[config.mk]
export PLATFORM = sky130hd
export DESIGN_NAME = wifi_probe_ie_scanner_core
export DESIGN_NICKNAME = d
export VERILOG_FILES = /design/src/rtl/core/wpis_pkg.sv /design/src/rtl/core/wpis_queue.sv /design/src/rtl/core/wpis_parser.sv /design/src/rtl/core/wifi_probe_ie_scanner_core.sv
export SDC_FILE = /design/constraint.sdc
export NUM_CORES = 1
export LEC_CHECK = 0
export BUFFER_PORTS_ARGS = -buffer_cell sky130_fd_sc_hd__buf_2
export CAP_MARGIN = 20
export CORE_MARGIN = 5
export CORE_UTILIZATION = 30
export CTS_CLUSTER_SIZE = 8
export DETAILED_ROUTE_END_ITERATION = 10
export GPL_ROUTABILITY_DRIVEN = 1
export SYNTH_ARGS = -nofsm -noshare
export SYNTH_HDL_FRONTEND = slang
export SYNTH_HIERARCHICAL = 1
export SYNTH_SLANG_ARGS = --single-unit
[constraint.sdc]
create_clock -name clock -period 5.6 [get_ports clock]
set_input_delay 1.12 -clock clock [delete_from_list [all_inputs] [get_ports clock]]
set_output_delay 1.12 -clock clock [all_outputs]
set_load 0.005 [all_outputs]
[src/rtl/core/wpis_pkg.sv]
// shared types and constants of the probe frame information element scanner
// used by the queue, the parser, the top level and the checker
package wpis_pkg;

   // longest ssid length reported
   localparam logic [7:0] SSID_MAX_LEN = 8'd32;

   // configuration register indexes
   localparam logic CSR_VENDOR_ID  = 1'b0;
   localparam logic CSR_VENDOR_OUI = 1'b1;

   // configuration reset values
   localparam logic [7:0]  VENDOR_ID_RESET  = 8'd221;
   localparam logic [23:0] VENDOR_OUI_RESET = 24'h506F9A;

   // decoupling queue depth
   localparam int QUEUE_DEPTH = 4;
   localparam int QUEUE_PTR_W = $clog2(QUEUE_DEPTH);
   localparam int QUEUE_CNT_W = $clog2(QUEUE_DEPTH + 1);

   // result word layout, lowest bit first
   localparam int RSP_DATA_W = 16;

   // one body byte with its end of frame mark
   typedef struct packed {
      logic [7:0] body_byte;
      logic       last_byte;
   } item_type;

   // frame summary
   typedef struct packed {
      logic       vendor_ie_found;
      logic       ssid_wildcard;
      logic [5:0] ssid_length;
      logic       ssid_found;
   } summary_type;

   // handshake between queue and parser
   typedef struct packed {
      logic     valid;
      item_type item;
   } queue_out_type;

endpackage

[src/rtl/core/wpis_queue.sv]
// front part: takes input beats and holds them in a short queue
// depends on wpis_pkg
module wpis_queue
   import wpis_pkg::*;
(
   input  logic          clock,
   input  logic          reset,
   input  logic          push_valid,
   output logic          push_ready,
   input  item_type      push_item,
   output queue_out_type pop_out,
   input  logic          pop_ready
);

   item_type               slot_ff [QUEUE_DEPTH];
   logic [QUEUE_PTR_W-1:0] wr_ptr_ff, wr_ptr_in;
   logic [QUEUE_PTR_W-1:0] rd_ptr_ff, rd_ptr_in;
   logic [QUEUE_CNT_W-1:0] count_ff, count_in;
   logic                   do_push, do_pop;

   assign push_ready    = (count_ff != QUEUE_CNT_W'(QUEUE_DEPTH));
   assign pop_out.valid = (count_ff != '0);
   assign pop_out.item  = slot_ff[rd_ptr_ff];

   assign do_push = push_valid && push_ready;
   assign do_pop  = pop_out.valid && pop_ready;

   // pointer and fill count update
   always_comb begin
      wr_ptr_in = do_push ? wr_ptr_ff + 1'b1 : wr_ptr_ff;
      rd_ptr_in = do_pop  ? rd_ptr_ff + 1'b1 : rd_ptr_ff;
      count_in  = count_ff;
      if (do_push && !do_pop) begin
         count_in = count_ff + 1'b1;
      end else if (do_pop && !do_push) begin
         count_in = count_ff - 1'b1;
      end
   end

   always_ff @(posedge clock) begin
      if (reset) begin
         wr_ptr_ff <= '0;
         rd_ptr_ff <= '0;
         count_ff  <= '0;
      end else begin
         wr_ptr_ff <= wr_ptr_in;
         rd_ptr_ff <= rd_ptr_in;
         count_ff  <= count_in;
      end
   end

   // slot storage
   always_ff @(posedge clock) begin
      if (do_push) begin
         slot_ff[wr_ptr_ff] <= push_item;
      end
   end

endmodule

[src/rtl/core/wpis_parser.sv]
// back part: walks the tag-length-value elements and registers the summary
// depends on wpis_pkg
module wpis_parser
   import wpis_pkg::*;
(
   input  logic          clock,
   input  logic          reset,
   input  queue_out_type item_in,
   output logic          item_ready,
   input  logic          csr_write,
   input  logic          csr_index,
   input  logic [23:0]   csr_data,
   output logic          rsp_valid,
   input  logic          rsp_ready,
   output summary_type   rsp_summary
);

   typedef enum logic [1:0] {
      PH_ID  = 2'd0,
      PH_LEN = 2'd1,
      PH_VAL = 2'd2
   } phase_type;

   phase_type   phase_ff, phase_in;
   logic [7:0]  element_id_ff, element_id_in;
   logic [7:0]  bytes_left_ff, bytes_left_in;
   logic [1:0]  offset_ff, offset_in;
   logic        oui_match_ff, oui_match_in;
   logic        ssid_resolved_ff, ssid_resolved_in;
   logic [7:0]  ssid_size_ff, ssid_size_in;
   logic        vendor_hit_ff, vendor_hit_in;
   logic [7:0]  vendor_id_ff;
   logic [23:0] vendor_oui_ff;
   logic        rsp_valid_ff;
   summary_type rsp_summary_ff, summary_in;
   logic        finish;
   logic [7:0]  want;
   logic [7:0]  clip_len;
   logic [7:0]  b;
   logic        pop;

   assign b          = item_in.item.body_byte;
   assign item_ready = !item_in.item.last_byte || !rsp_valid_ff || rsp_ready;
   assign pop        = item_in.valid && item_ready;
   assign rsp_valid  = rsp_valid_ff;
   assign rsp_summary = rsp_summary_ff;

   // expected oui byte at the current value offset
   always_comb begin
      case (offset_ff)
         2'd0:    want = vendor_oui_ff[23:16];
         2'd1:    want = vendor_oui_ff[15:8];
         default: want = vendor_oui_ff[7:0];
      endcase
   end

   // element walk for one byte
   always_comb begin
      phase_in         = phase_ff;
      element_id_in    = element_id_ff;
      bytes_left_in    = bytes_left_ff;
      offset_in        = offset_ff;
      oui_match_in     = oui_match_ff;
      ssid_resolved_in = ssid_resolved_ff;
      ssid_size_in     = ssid_size_ff;
      vendor_hit_in    = vendor_hit_ff;
      finish           = 1'b0;
      case (phase_ff)
         PH_LEN: begin
            bytes_left_in = b;
            offset_in     = 2'd0;
            if (element_id_ff == 8'd0 && !ssid_resolved_ff) begin
               ssid_size_in = b;
            end
            oui_match_in = (element_id_ff == vendor_id_ff) && (b >= 8'd4);
            if (b == 8'd0) begin
               finish = 1'b1;
            end else begin
               phase_in = PH_VAL;
            end
         end
         PH_VAL: begin
            if (offset_ff != 2'd3) begin
               if (b != want) begin
                  oui_match_in = 1'b0;
               end
               offset_in = offset_ff + 2'd1;
            end
            bytes_left_in = bytes_left_ff - 8'd1;
            if (bytes_left_in == 8'd0) begin
               finish = 1'b1;
            end
         end
         default: begin
            element_id_in = b;
            phase_in      = PH_LEN;
         end
      endcase

      // element complete
      if (finish) begin
         if (element_id_ff == 8'd0) begin
            ssid_resolved_in = 1'b1;
         end
         if (oui_match_in) begin
            vendor_hit_in = 1'b1;
         end
         oui_match_in = 1'b0;
         phase_in     = PH_ID;
      end

      // frame summary
      clip_len = (ssid_size_in > SSID_MAX_LEN) ? SSID_MAX_LEN : ssid_size_in;
      summary_in.ssid_found      = ssid_resolved_in;
      summary_in.ssid_length     = ssid_resolved_in ? clip_len[5:0] : 6'd0;
      summary_in.ssid_wildcard   = ssid_resolved_in && (ssid_size_in == 8'd0);
      summary_in.vendor_ie_found = vendor_hit_in;

      // frame end clears the walk
      if (item_in.item.last_byte) begin
         phase_in         = PH_ID;
         element_id_in    = 8'd0;
         bytes_left_in    = 8'd0;
         offset_in        = 2'd0;
         oui_match_in     = 1'b0;
         ssid_resolved_in = 1'b0;
         ssid_size_in     = 8'd0;
         vendor_hit_in    = 1'b0;
      end
   end

   // walk state and output register
   always_ff @(posedge clock) begin
      if (reset) begin
         phase_ff         <= PH_ID;
         element_id_ff    <= 8'd0;
         bytes_left_ff    <= 8'd0;
         offset_ff        <= 2'd0;
         oui_match_ff     <= 1'b0;
         ssid_resolved_ff <= 1'b0;
         ssid_size_ff     <= 8'd0;
         vendor_hit_ff    <= 1'b0;
         rsp_valid_ff     <= 1'b0;
      end else begin
         if (pop) begin
            phase_ff         <= phase_in;
            element_id_ff    <= element_id_in;
            bytes_left_ff    <= bytes_left_in;
            offset_ff        <= offset_in;
            oui_match_ff     <= oui_match_in;
            ssid_resolved_ff <= ssid_resolved_in;
            ssid_size_ff     <= ssid_size_in;
            vendor_hit_ff    <= vendor_hit_in;
         end
         if (pop && item_in.item.last_byte) begin
            rsp_valid_ff <= 1'b1;
         end else if (rsp_ready) begin
            rsp_valid_ff <= 1'b0;
         end
      end
   end

   // summary payload
   always_ff @(posedge clock) begin
      if (pop && item_in.item.last_byte) begin
         rsp_summary_ff <= summary_in;
      end
   end

   // configuration registers
   always_ff @(posedge clock) begin
      if (reset) begin
         vendor_id_ff  <= VENDOR_ID_RESET;
         vendor_oui_ff <= VENDOR_OUI_RESET;
      end else if (csr_write) begin
         case (csr_index)
            CSR_VENDOR_ID:  vendor_id_ff  <= csr_data[7:0];
            CSR_VENDOR_OUI: vendor_oui_ff <= csr_data;
            default:        vendor_id_ff  <= vendor_id_ff;
         endcase
      end
   end

endmodule

[src/rtl/core/wifi_probe_ie_scanner_core.sv]
// top level of the probe frame information element scanner
// depends on wpis_pkg, wpis_queue and wpis_parser
//
// usage:
//   req_* carries the management frame body, one byte per beat, with
//   req_tlast high on the final body byte. rsp_* carries one summary beat
//   per frame, sent after the beat that had req_tlast set.
//   csr_* writes the vendor element id (index 0) and the vendor oui
//   (index 1, first oui byte in bits 23:16); csr_ready is always high.
//   write configuration only while no frame is in flight.
// throughput: one body byte per cycle unless the summary output stalls, set
//   by the parser's element walk; a four-entry queue sits between intake and parser.
// path: with an empty queue, the last accepted byte passes the queue slot
//   register and then the output register before its summary appears on rsp_*.
// reset: synchronous; empties the queue, clears the frame state and loads
//   the default vendor id 221 and oui 50:6f:9a.
// stall: while rsp_tready is low the summary holds; body bytes keep
//   flowing until the queue fills or a second last byte reaches the parser.
module wifi_probe_ie_scanner_core
   import wpis_pkg::*;
(
   input  logic                  clock,
   input  logic                  reset,
   input  logic                  req_tvalid,
   output logic                  req_tready,
   input  logic [7:0]            req_tdata,  // body_byte
   input  logic                  req_tlast,  // last_byte
   output logic                  rsp_tvalid,
   input  logic                  rsp_tready,
   // ssid_found [0], ssid_length [6:1], ssid_wildcard [7],
   // vendor_ie_found [8], zero [15:9]
   output logic [RSP_DATA_W-1:0] rsp_tdata,
   input  logic                  csr_valid,
   output logic                  csr_ready,
   input  logic                  csr_index,
   input  logic [23:0]           csr_data
);

   item_type      push_item;
   queue_out_type queue_out;
   logic          parser_ready;
   summary_type   summary;

   assign push_item.body_byte = req_tdata;
   assign push_item.last_byte = req_tlast;
   assign csr_ready           = 1'b1;
   assign rsp_tdata           = {7'd0, summary};

   // intake queue
   wpis_queue u_queue (
      .clock      (clock),
      .reset      (reset),
      .push_valid (req_tvalid),
      .push_ready (req_tready),
      .push_item  (push_item),
      .pop_out    (queue_out),
      .pop_ready  (parser_ready)
   );

   // element walk and summary
   wpis_parser u_parser (
      .clock       (clock),
      .reset       (reset),
      .item_in     (queue_out),
      .item_ready  (parser_ready),
      .csr_write   (csr_valid),
      .csr_index   (csr_index),
      .csr_data    (csr_data),
      .rsp_valid   (rsp_tvalid),
      .rsp_ready   (rsp_tready),
      .rsp_summary (summary)
   );

endmodule

==> results.py, run 1 <==
metrics = {
    "status": {
        "status": "completed",
    },
    "setup_path": {
        "crit_type": "register to register",
        "end_kind": "register",
        "path_cells": "mux4_2 > nor3_1 > nor3b_1 > nand3_1 > o31a_1 > o31a_1 > nor3b_2",
        "crit_required_ns": 5.84,
        "ff2ff_path_depth": 7,
        "crit_path_end": "u_parser/rsp_summary[7]$_DFFE_PP_",
        "worst-path-buf-inv": 0,
        "cpMaxStageDelayCell": "mux4_2",
        "cp_top_family": "simple AND/OR/NAND/NOR gates",
        "crit_fanout": 9,
        "slowest_delay_ns": 0.69,
        "worstReg2RegEnd": "u_parser/rsp_summary[7]$_DFFE_PP_",
        "reg2reg_slack_ns": 2.43,
        "cpMostUsedCell": "o31a_1",
        "worstPathArrival_ns": 3.41,
        "crit_cells": 7,
        "start_kind": "register",
    },
    "floorplanning": {
        "initial_core_util_pct": 30.3,
        "ios": 58,
        "dieArea_um2": 20900,
        "placementRows": 49,
        "die_w_um": 144,
        "die_h_um": 144,
        "core_area_um2": 17900,
    },
    "yosys": {
        "synth_adder_area_share_pct": 3.14,
        "ys_async_sr_fraction_pct": 0,
        "synth_ff_type": "dfxtp_1",
        "yosysWarnings": 6,
        "synth_compound_area_share_pct": 11.6,
        "syn_area_um2": 5420,
        "synth_top_family_by_area": "simple AND/OR/NAND/NOR gates",
        "muxShareOfSynthArea_pct": 5.52,
        "ys_ff_latch": 118,
        "synth_xor_area_share_pct": 2.59,
        "synthSimpleGateAreaFrac_pct": 20.9,
        "syn_inst": 530,
        "synth-edff-count": 45,
        "yosysSeqAreaShare_pct": 51.9,
        "yosys.cell_types.count": 55,
        "syn_area_per_cell_um2": 10.2,
    },
    "detailed_routing": {
        "num_vias": 4021,
        "remaining_drc_errors": 0,
        "first_iter_violations": 313,
        "postRouteAntennaNets": 0,
        "first_pass_iters": 5,
        "via_per_inst": 4.93,
        "wl_um": 12700,
        "routedWlPerCell_um": 15.6,
    },
    "global_route": {
        "grt_usage_pct": 12.3,
        "grt_pass1_vias": 3981,
        "grt_overflow": 0,
        "grt_max_degree": 64,
        "grt_pass1_wl_um": 20200,
        "antenna_found_initial": 0,
    },
    "power": {
        "clkPwrFrac_pct": 34.5,
        "power_frac_seq_pct": 37.4,
        "power_leakage_nw": 2.44,
        "p_int_w": 0.00203,
        "switching_share_pct": 33.1,
        "p_comb_share_pct": 28.1,
        "power_density_nw_per_um2": 473,
        "p_sw_w": 0.00100,
        "totalPowerFinal_w": 0.00303,
        "peakVddDrop_v": 0.000187,
    },
    "place": {
        "pre_cts_ws_ns": 2.47,
        "dp_hpwl_um": 9060,
        "io_buffers": 49,
        "gp_congestion": 0.848,
        "place_area_um2": 5830,
    },
    "timing": {
        "min_period_ns": 3.17,
        "setup-violations-final": 0,
        "rsz0062_at_grt": "no",
        "slew_headroom_pct": 44.3,
        "timing.fmax_ghz": 0.316,
        "worst_pin_slew_ns": 0.836,
        "finalHoldViolations": 0,
        "timing.setup.tns_ns": 0,
        "holdWs_ns": 0.456,
        "fin_crit_sh_pct": 56.5,
        "layout_setup_ws_ns": 2.43,
        "maxSlewViolCount": 0,
        "finalClockSkew_ns": 0.00633,
    },
    "cells_and_area": {
        "layout_common_cells": "nand2_1 (80), dfxtp_1 (73), buf_2 (49)",
        "syn2layout_area_growth_pct": 18.2,
        "postLayoutCellArea_um2": 6400,
        "layout-drive-gt1-share_pct": 19.4,
        "diodes": 0,
        "multiInputGateArea_um2": 2400,
        "num-nets-final": 626,
        "seq_area_um2": 2810,
        "fillers": 1783,
        "final_common_cell": "nand2_1",
    },
    "clock_network": {
        "cts_resized": 0,
        "clock-sinks": 118,
        "h-tree-depth": 4,
        "clk_pin_slew_worst_paths_ns": 0.05,
        "cts_tree": "yes",
        "hold_buffers": 0,
        "cts_buffer_depth": 2,
        "post-cts-setup-buffers": 0,
        "cts_root_buffer": "clkbuf_16",
        "worstSkewPairLatency_ns": 0.40,
        "cts_inserted_buffers": 17,
    },
    "worst_hold_path": {
        "hold_depth": 2,
        "min_path_type": "register to register",
    },
    "run": {
        "cap_violations": 0,
    },
}
area by class of cell:
cell class,count,share of cell area [%]
clock buffer,20,6.97
multi-input combinational,369,37.5
inverter,17,0.996
tap,229,4.47
timing repair buffer,51,4.06
clock inverter,12,2.07
sequential,118,43.9
cells by family (layout without fill, tap and decap cells):
kind of cell | Yosys count | in the layout
AOI/OAI and AO/OA | 97 | 97
xor gates and xnor gates | 16 | 16
adders and majority gates | 13 | 13
buffers and inverters | 49 | 100
DFF | 118 | 118
muxes | 18 | 18
other | 2 | 8
and+or+nand+nor | 217 | 217
power groups by stage:
| stage | logic (W) | registers, W | clock network [W] |
|---|---|---|---|
| 6_report | 0.000851 | 0.00113 | 0.00104 |
| 5_1_grt | 0.000935 | 0.00115 | 0.00110 |
| 4_1_cts | 0.000847 | 0.00113 | 0.00106 |
| 3_5_place_dp | 0.000842 | 0.00115 | 0 |
| 3_3_place_gp | 0.000823 | 0.00115 | 0 |
| 2_1_floorplan | 0.000626 | 0.00111 | 0 |
how the worst min path moves through the flow:
stage / to / slack (ns) / start
5_1_grt: u_parser/vendor_hit_ff$_SDFFE_PP0P_ / 0.48 / u_parser/vendor_hit_ff$_SDFFE_PP0P_
4_1_cts: u_parser/vendor_hit_ff$_SDFFE_PP0P_ / 0.46 / u_parser/vendor_hit_ff$_SDFFE_PP0P_
3_3_place_gp: u_parser/vendor_hit_ff$_SDFFE_PP0P_ / 0.44 / u_parser/vendor_hit_ff$_SDFFE_PP0P_
3_5_place_dp: u_parser/vendor_hit_ff$_SDFFE_PP0P_ / 0.44 / u_parser/vendor_hit_ff$_SDFFE_PP0P_
6_report: u_parser/vendor_oui_ff[12]$_SDFFE_PP0P_ / 0.46 / u_parser/vendor_oui_ff[12]$_SDFFE_PP0P_
2_1_floorplan: u_parser/vendor_hit_ff$_SDFFE_PP0P_ / 0.42 / u_parser/vendor_hit_ff$_SDFFE_PP0P_
flip-flops by register name, indices dropped and copies added, names as in the netlist, 3 cells and up, named ones only:
| register | cells |
|---|---|
| u_parser/element_id_ff | 8 |
| u_parser/vendor_id_ff | 8 |
| u_parser/bytes_left_ff | 8 |
| u_queue/count_ff | 3 |
| u_parser/ssid_size_ff | 8 |
| u_parser/rsp_summary | 9 |
| u_parser/vendor_oui_ff | 24 |
| u_queue/slot_ff | 36 |
synthesized netlist by cell type, drive strengths merged (3+ instances only):
cell	count	area, um2
nand2b	6	37.5
o21ai	13	65.1
or3	4	31.3
dfxtp	73	1460
or3b	8	70.1
mux2i	7	70.1
nand3b	21	158
a31oi	3	18.8
nor3b	8	90.1
mux4	9	203
inv	17	63.8
o211ai	3	22.5
nor3	8	40.0
buf	12	87.6
o31ai	4	40.0
a22oi	27	203
nand2	80	300
ha	12	150
and2	6	37.5
clkbuf	20	75.1
nor4	8	50.1
and3	9	56.3
a21oi	37	185
nor2	47	179
xor2	15	131
edfxtp	45	1350
per-stage QoR:
stage,util (%),std cells
after floorplan,-,536
after global placement,32.5,784
after detailed placement,32.5,784
after CTS,35.8,816
after global routing,35.8,816
final,35.8,816
tightest hold or removal path, delay by kind of cell (launching register included):
kind	cells	cell delay (ns)
flip-flops	1	0.31
AND/OR/NAND/NOR	1	0.05
AO/OA/AOI/OAI	1	0.05
metal layers:
layer / wire, um / part of all wire, % / GRT usage, %
met1: 5510 / 43 / 14.8
met2: 6540 / 51 / 21.2
met3: 449 / 3.5 / 2.71
met4: 204 / 1.6 / 5.01
met5: 0 / 0 / 0
(Power assumes the default switching activity.)
==> run 2, diff against run 1 <==
- clock period: 5.6 -> 3.09 ns (I/O delays scaled with it)
==> results.py, run 2 (synthesis gave the netlist of run 1 again) <==
metrics = {
    "timing": {
        "worst_pin_slew_ns": 0.832,
        "maxSlewViolCount": 0,
        "timing.fmax_ghz": 0.359,
        "fin_crit_sh_pct": 90.2,
        "finalHoldViolations": 0,
        "slew_headroom_pct": 44.5,
        "holdWs_ns": 0.413,
        "finalClockSkew_ns": 0.00913,
        "rsz0062_at_grt": "no",
        "setup-violations-final": 0,
        "min_period_ns": 2.79,
        "timing.setup.tns_ns": 0,
    },
    "detailed_routing": {
        "top_layer_used": "met4",
        "dr_wl_met3_um": 505,
        "first_iter_violations": 316,
        "via_per_inst": 4.94,
        "wl_met2_um": 6580,
        "first_pass_iters": 5,
        "routedWlPerCell_um": 15.7,
        "wl_um": 12900,
        "postRouteAntennaNets": 0,
        "num_vias": 4074,
        "remaining_drc_errors": 0,
        "wl_met1_um": 5640,
    },
    "setup_path": {
        "ff2ff_path_depth": 7,
        "worstReg2RegEnd": "u_parser/rsp_summary[4]$_SDFFCE_PP0P_",
        "crit_type": "register to register",
        "start_kind": "register",
        "reg2reg_slack_ns": 0.30,
        "worstPathArrival_ns": 3.04,
        "end_kind": "register",
        "crit_required_ns": 3.34,
        "crit_fanout": 9,
        "crit_path_end": "u_parser/rsp_summary[4]$_SDFFCE_PP0P_",
    },
    "clock_network": {
        "worstSkewPairLatency_ns": 0.42,
        "clock-sinks": 118,
        "cts_root_buffer": "clkbuf_16",
        "h-tree-depth": 4,
        "clk_pin_slew_worst_paths_ns": 0.06,
        "cts_inserted_buffers": 17,
        "cts_buffer_depth": 2,
        "cts_tree": "yes",
    },
    "cells_and_area": {
        "num-nets-final": 634,
        "diodes": 0,
        "layout-drive-gt1-share_pct": 21.3,
        "largest_reg_flops": 36,
        "syn2layout_area_growth_pct": 20.2,
        "layout_common_cells": "nand2_1 (80), dfxtp_1 (72), buf_2 (49)",
        "fillers": 1772,
        "regMostFlops": "u_queue/slot_ff",
        "final_common_cell": "nand2_1",
    },
    "power": {
        "switching_share_pct": 33.4,
        "peakVddDrop_v": 0.000404,
        "power_leakage_nw": 2.50,
        "power_frac_seq_pct": 35.7,
        "p_comb_share_pct": 28.7,
        "power_density_nw_per_um2": 877,
        "p_int_w": 0.00380,
        "p_sw_w": 0.00191,
        "clkPwrFrac_pct": 35.6,
    },
    "global_route": {
        "grt_pass1_vias": 4082,
        "grt_usage_pct": 12.7,
        "grt_max_degree": 45,
        "antenna_found_initial": 0,
        "grt_pass1_wl_um": 20700,
        "grt_overflow": 0,
    },
    "floorplanning": {
        "die_h_um": 144,
        "ios": 58,
        "core_area_um2": 17900,
        "dieArea_um2": 20900,
        "initial_core_util_pct": 30.3,
        "die_w_um": 144,
        "placementRows": 49,
    },
    "place": {
        "gp_congestion": 0.888,
        "dp_hpwl_um": 9210,
        "io_buffers": 49,
    },
    "run": {
        "cap_violations": 0,
    },
    "status": {
        "status": "completed",
    },
    "worst_hold_path": {
        "min_path_type": "input port to register",
    },
}
## run 2: how the worst min path moves through the flow
stage | from | endpoint | slack [ns] | cells after the start
2_1_floorplan | u_parser/vendor_hit_ff$_SDFFE_PP0P_ | u_parser/vendor_hit_ff$_SDFFE_PP0P_ | 0.42 | 2
3_3_place_gp | u_parser/vendor_hit_ff$_SDFFE_PP0P_ | u_parser/vendor_hit_ff$_SDFFE_PP0P_ | 0.44 | 2
3_5_place_dp | u_parser/vendor_hit_ff$_SDFFE_PP0P_ | u_parser/vendor_hit_ff$_SDFFE_PP0P_ | 0.44 | 2
4_1_cts | csr_data[20] | u_parser/vendor_oui_ff[20]$_SDFFE_PP1P_ | 0.39 | 3
5_1_grt | csr_data[20] | u_parser/vendor_oui_ff[20]$_SDFFE_PP1P_ | 0.41 | 3
6_report | csr_data[20] | u_parser/vendor_oui_ff[20]$_SDFFE_PP1P_ | 0.41 | 3
## run 2: per-stage QoR
stage | std cells | utilization [%] | area (um2) | power, W | setup WS (ns)
2_1_floorplan | 536 | - | 5440 | 0.00314 | 0.590
3_3_place_gp | 792 | 32.9 | 5890 | 0.00364 | 0.300
5_1_grt | 824 | 36.4 | 6510 | 0.00601 | 0.0790
3_5_place_dp | 792 | 32.9 | 5890 | 0.00368 | 0.143
4_1_cts | 824 | 36.3 | 6500 | 0.00574 | 0.0735
6_report | 824 | 36.4 | 6510 | 0.00571 | 0.302
## run 2: what timing repair did
item                       CTS  global route
setup endpoints to repair    0             7
resized for setup            0             3
hold buffers                 0             0
hold endpoints to repair     0             0
buffers inserted             0             0
## run 2: power by group through the flow
stage,sequential [W],combinational (W),clock (W)
after floorplan,0.00201,0.00113,0
after global placement,0.00206,0.00158,0
after detailed placement,0.00207,0.00162,0
after CTS,0.00204,0.00163,0.00208
after global routing,0.00207,0.00180,0.00214
final,0.00204,0.00164,0.00204
## run 2: worst max-delay path, cell delays in order (launching register included)
cell     delay, ns
dfxtp_1       0.59
mux4_2        0.48
nor3_1        0.30
nor3b_2       0.27
nand3_1       0.14
o31a_1        0.18
o31a_1        0.41
nor3b_2       0.24
## run 2: layout make-up
cell class,instances,area (um2),area share [%]
Sequential cell,118,2810,43.2
Inverter,17,63.8,0.980
Clock inverter,15,189,2.90
Timing Repair Buffer,59,320,4.92
Multi-Input combinational cell,369,2410,37.0
Clock buffer,17,425,6.53
Tap cell,229,287,4.40
## run 2: metal layers
layer,global-route usage (%),vias up
li1,-,1983
met1,15.4,1955
met2,21.6,122
met3,3.21,14
met4,5.01,0
met5,0,-
==> run 3, diff against run 2 <==
- SYNTH_HIERARCHICAL: 1 -> not set
==> results.py, run 3 <==
metrics = {
    "status": {
        "status": "completed",
    },
    "clock_network": {
        "worstSkewPairLatency_ns": 0.41,
        "cts_root_buffer": "clkbuf_16",
        "cts_buffer_depth": 2,
        "h-tree-depth": 4,
        "clock-sinks": 118,
        "clk_pin_slew_worst_paths_ns": 0.05,
        "hold_buffers": 0,
        "cts_inserted_buffers": 17,
        "cts_resized": 0,
        "cts_tree": "yes",
        "post-cts-setup-buffers": 0,
    },
    "timing": {
        "finalClockSkew_ns": 0.00778,
        "min_period_ns": 2.57,
        "timing.setup.tns_ns": 0,
        "setup-violations-final": 0,
        "timing.fmax_ghz": 0.390,
        "slew_headroom_pct": 35.9,
        "rsz0062_at_grt": "no",
        "fin_crit_sh_pct": 83.1,
        "maxSlewViolCount": 0,
        "finalHoldViolations": 0,
        "worst_pin_slew_ns": 0.960,
        "holdWs_ns": 0.419,
    },
    "setup_path": {
        "crit_required_ns": 3.34,
        "worstPathArrival_ns": 2.81,
        "ff2ff_path_depth": 7,
        "crit_fanout": 9,
        "reg2reg_slack_ns": 0.52,
        "end_kind": "register",
        "start_kind": "register",
        "cpMaxStageDelayCell": "mux4_2",
        "worstReg2RegEnd": "u_parser.rsp_summary[5]$_SDFFCE_PP0P_",
        "slowest_delay_ns": 0.62,
        "path_cells": "buf_4 > mux4_2 > nor3_4 > nand4_2 > o31ai_4 > a31oi_4 > nor3b_2",
        "crit_type": "register to register",
    },
    "power": {
        "power_density_nw_per_um2": 946,
        "peakVddDrop_v": 0.000361,
        "power_leakage_nw": 2.44,
    },
    "yosys": {
        "yosysSeqAreaShare_pct": 52.4,
        "ys_ff_latch": 118,
        "syn_area_um2": 5370,
        "synth-edff-count": 45,
        "synth_top_area_share_pct": 27.2,
        "synth_ff_type": "dfxtp_1",
        "synth_most_common_cell": "dfxtp_1",
        "ys_async_sr_fraction_pct": 0,
        "syn_area_per_cell_um2": 10.5,
        "synth_area_leaders": "dfxtp_1 (27%), edfxtp_1 (25%), nand2_1 (4.7%)",
        "syn_inst": 513,
        "yosys-top-cells-count": "dfxtp_1 (73), nand2_1 (67), nor2_1 (51), edfxtp_1 (45), a21oi_1 (29)",
        "synth_area_leader_cell": "dfxtp_1",
        "yosys.cell_types.count": 61,
        "yosysWarnings": 0,
    },
    "floorplanning": {
        "ios": 58,
        "placementRows": 49,
        "core_area_um2": 17800,
        "dieArea_um2": 20700,
        "die_h_um": 144,
        "initial_core_util_pct": 30.2,
        "die_w_um": 144,
    },
    "cells_and_area": {
        "layout-drive-gt1-share_pct": 20.3,
        "layout_common_cells": "dfxtp_1 (73), nand2_1 (67), nor2_1 (51)",
        "num-nets-final": 615,
        "syn2layout_area_growth_pct": 19.2,
        "postLayoutCellArea_um2": 6400,
        "final_common_cell": "dfxtp_1",
        "largest_reg_flops": 36,
        "regMostFlops": "u_queue.slot_ff",
        "diodes": 0,
        "fillers": 1769,
    },
    "place": {
        "gp_congestion": 0.866,
        "io_buffers": 49,
        "dp_hpwl_um": 8950,
        "place_area_um2": 5830,
    },
    "detailed_routing": {
        "first_iter_violations": 284,
        "wl_um": 12800,
        "postRouteAntennaNets": 0,
        "routedWlPerCell_um": 15.9,
        "first_pass_iters": 4,
        "remaining_drc_errors": 0,
        "via_per_inst": 4.87,
        "num_vias": 3919,
    },
    "global_route": {
        "grt_overflow": 0,
        "antenna_found_initial": 0,
        "grt_pass1_wl_um": 20300,
        "grt_usage_pct": 12.7,
        "grt_max_degree": 34,
        "grt_pass1_vias": 3841,
    },
    "worst_hold_path": {
        "min_to": "u_parser.vendor_oui_ff[8]$_SDFFE_PP1P_",
        "hold_depth": 3,
        "hold_start": "csr_data[8]",
        "min_path_type": "input port to register",
    },
    "run": {
        "cap_violations": 0,
    },
}
==> run 3: worst max-delay path: cells and delay by family (launching register included) <==
family,cells,cell delay [ns]
and+or+nand+nor,3,0.69
buffers and inverters,1,0.23
AOI/OAI and AO/OA,2,0.38
muxes,1,0.62
DFF,1,0.48
==> run 3: stage by stage <==
stage / util [%] / setup slack, ns / std cells / power [W]
after global placement: 32.8 / 0.592 / 773 / 0.00410
after detailed placement: 32.8 / 0.490 / 773 / 0.00416
final: 36.0 / 0.524 / 804 / 0.00605
after floorplan: - / 0.729 / 519 / 0.00350
after CTS: 36.0 / 0.474 / 804 / 0.00608
after global routing: 36.0 / 0.298 / 804 / 0.00639
==> run 3: logic make-up (layout without fill, tap and decap cells) <==
kind of cell,after synthesis,count (layout),share of synthesized area [%]
AND/OR/NAND/NOR,200,200,18.7
flip-flops,118,118,52.4
AO/OA/AOI/OAI,86,86,11.3
buffers and inverters,49,105,4.17
multiplexers,28,28,7.36
XOR/XNOR,17,17,2.77
adder cells (fa/ha/maj),13,13,3.17
other,2,8,0.140
==> run 3: power by group <==
group	internal, W	switching [W]
Sequential	0.00188	0.000193
Clock	0.00125	0.000663
Combinational	0.000823	0.00124
Total	0.00395	0.00210
==> run 3: how the worst max path moves through the flow <==
stage / endpoint / slack [ns] / cells after the start
after detailed placement: u_parser.rsp_summary[1]$_SDFFCE_PP0P_ / 0.49 / 7
final: u_parser.rsp_summary[5]$_SDFFCE_PP0P_ / 0.52 / 7
after CTS: u_parser.rsp_summary[5]$_SDFFCE_PP0P_ / 0.47 / 7
after global routing: u_parser.rsp_summary[8]$_DFFE_PP_ / 0.30 / 7
after global placement: u_parser.rsp_summary[8]$_DFFE_PP_ / 0.59 / 7
after floorplan: u_queue.count_ff[2]$_SDFFE_PP0P_ / 0.73 / 10
==> run 3: area by class of cell <==
| cell class | count | area (um2) | share of cell area [%] |
|---|---|---|---|
| Clock buffer | 20 | 437 | 6.82 |
| Clock inverter | 11 | 135 | 2.11 |
| Inverter | 16 | 60.1 | 0.938 |
| Multi-Input combinational cell | 352 | 2360 | 36.8 |
| Sequential cell | 118 | 2810 | 43.9 |
| Tap cell | 229 | 287 | 4.48 |
| Timing Repair Buffer | 58 | 313 | 4.89 |
==> run 3: layer usage <==
metal / track usage (%) / wire [um] / vias to the layer above
met4: 5.40 / 273 / 0
met3: 3.83 / 689 / 18
met1: 16.3 / 5760 / 1880
met5: 0 / 0 / -
met2: 19.9 / 6020 / 105
li1: - / - / 1916
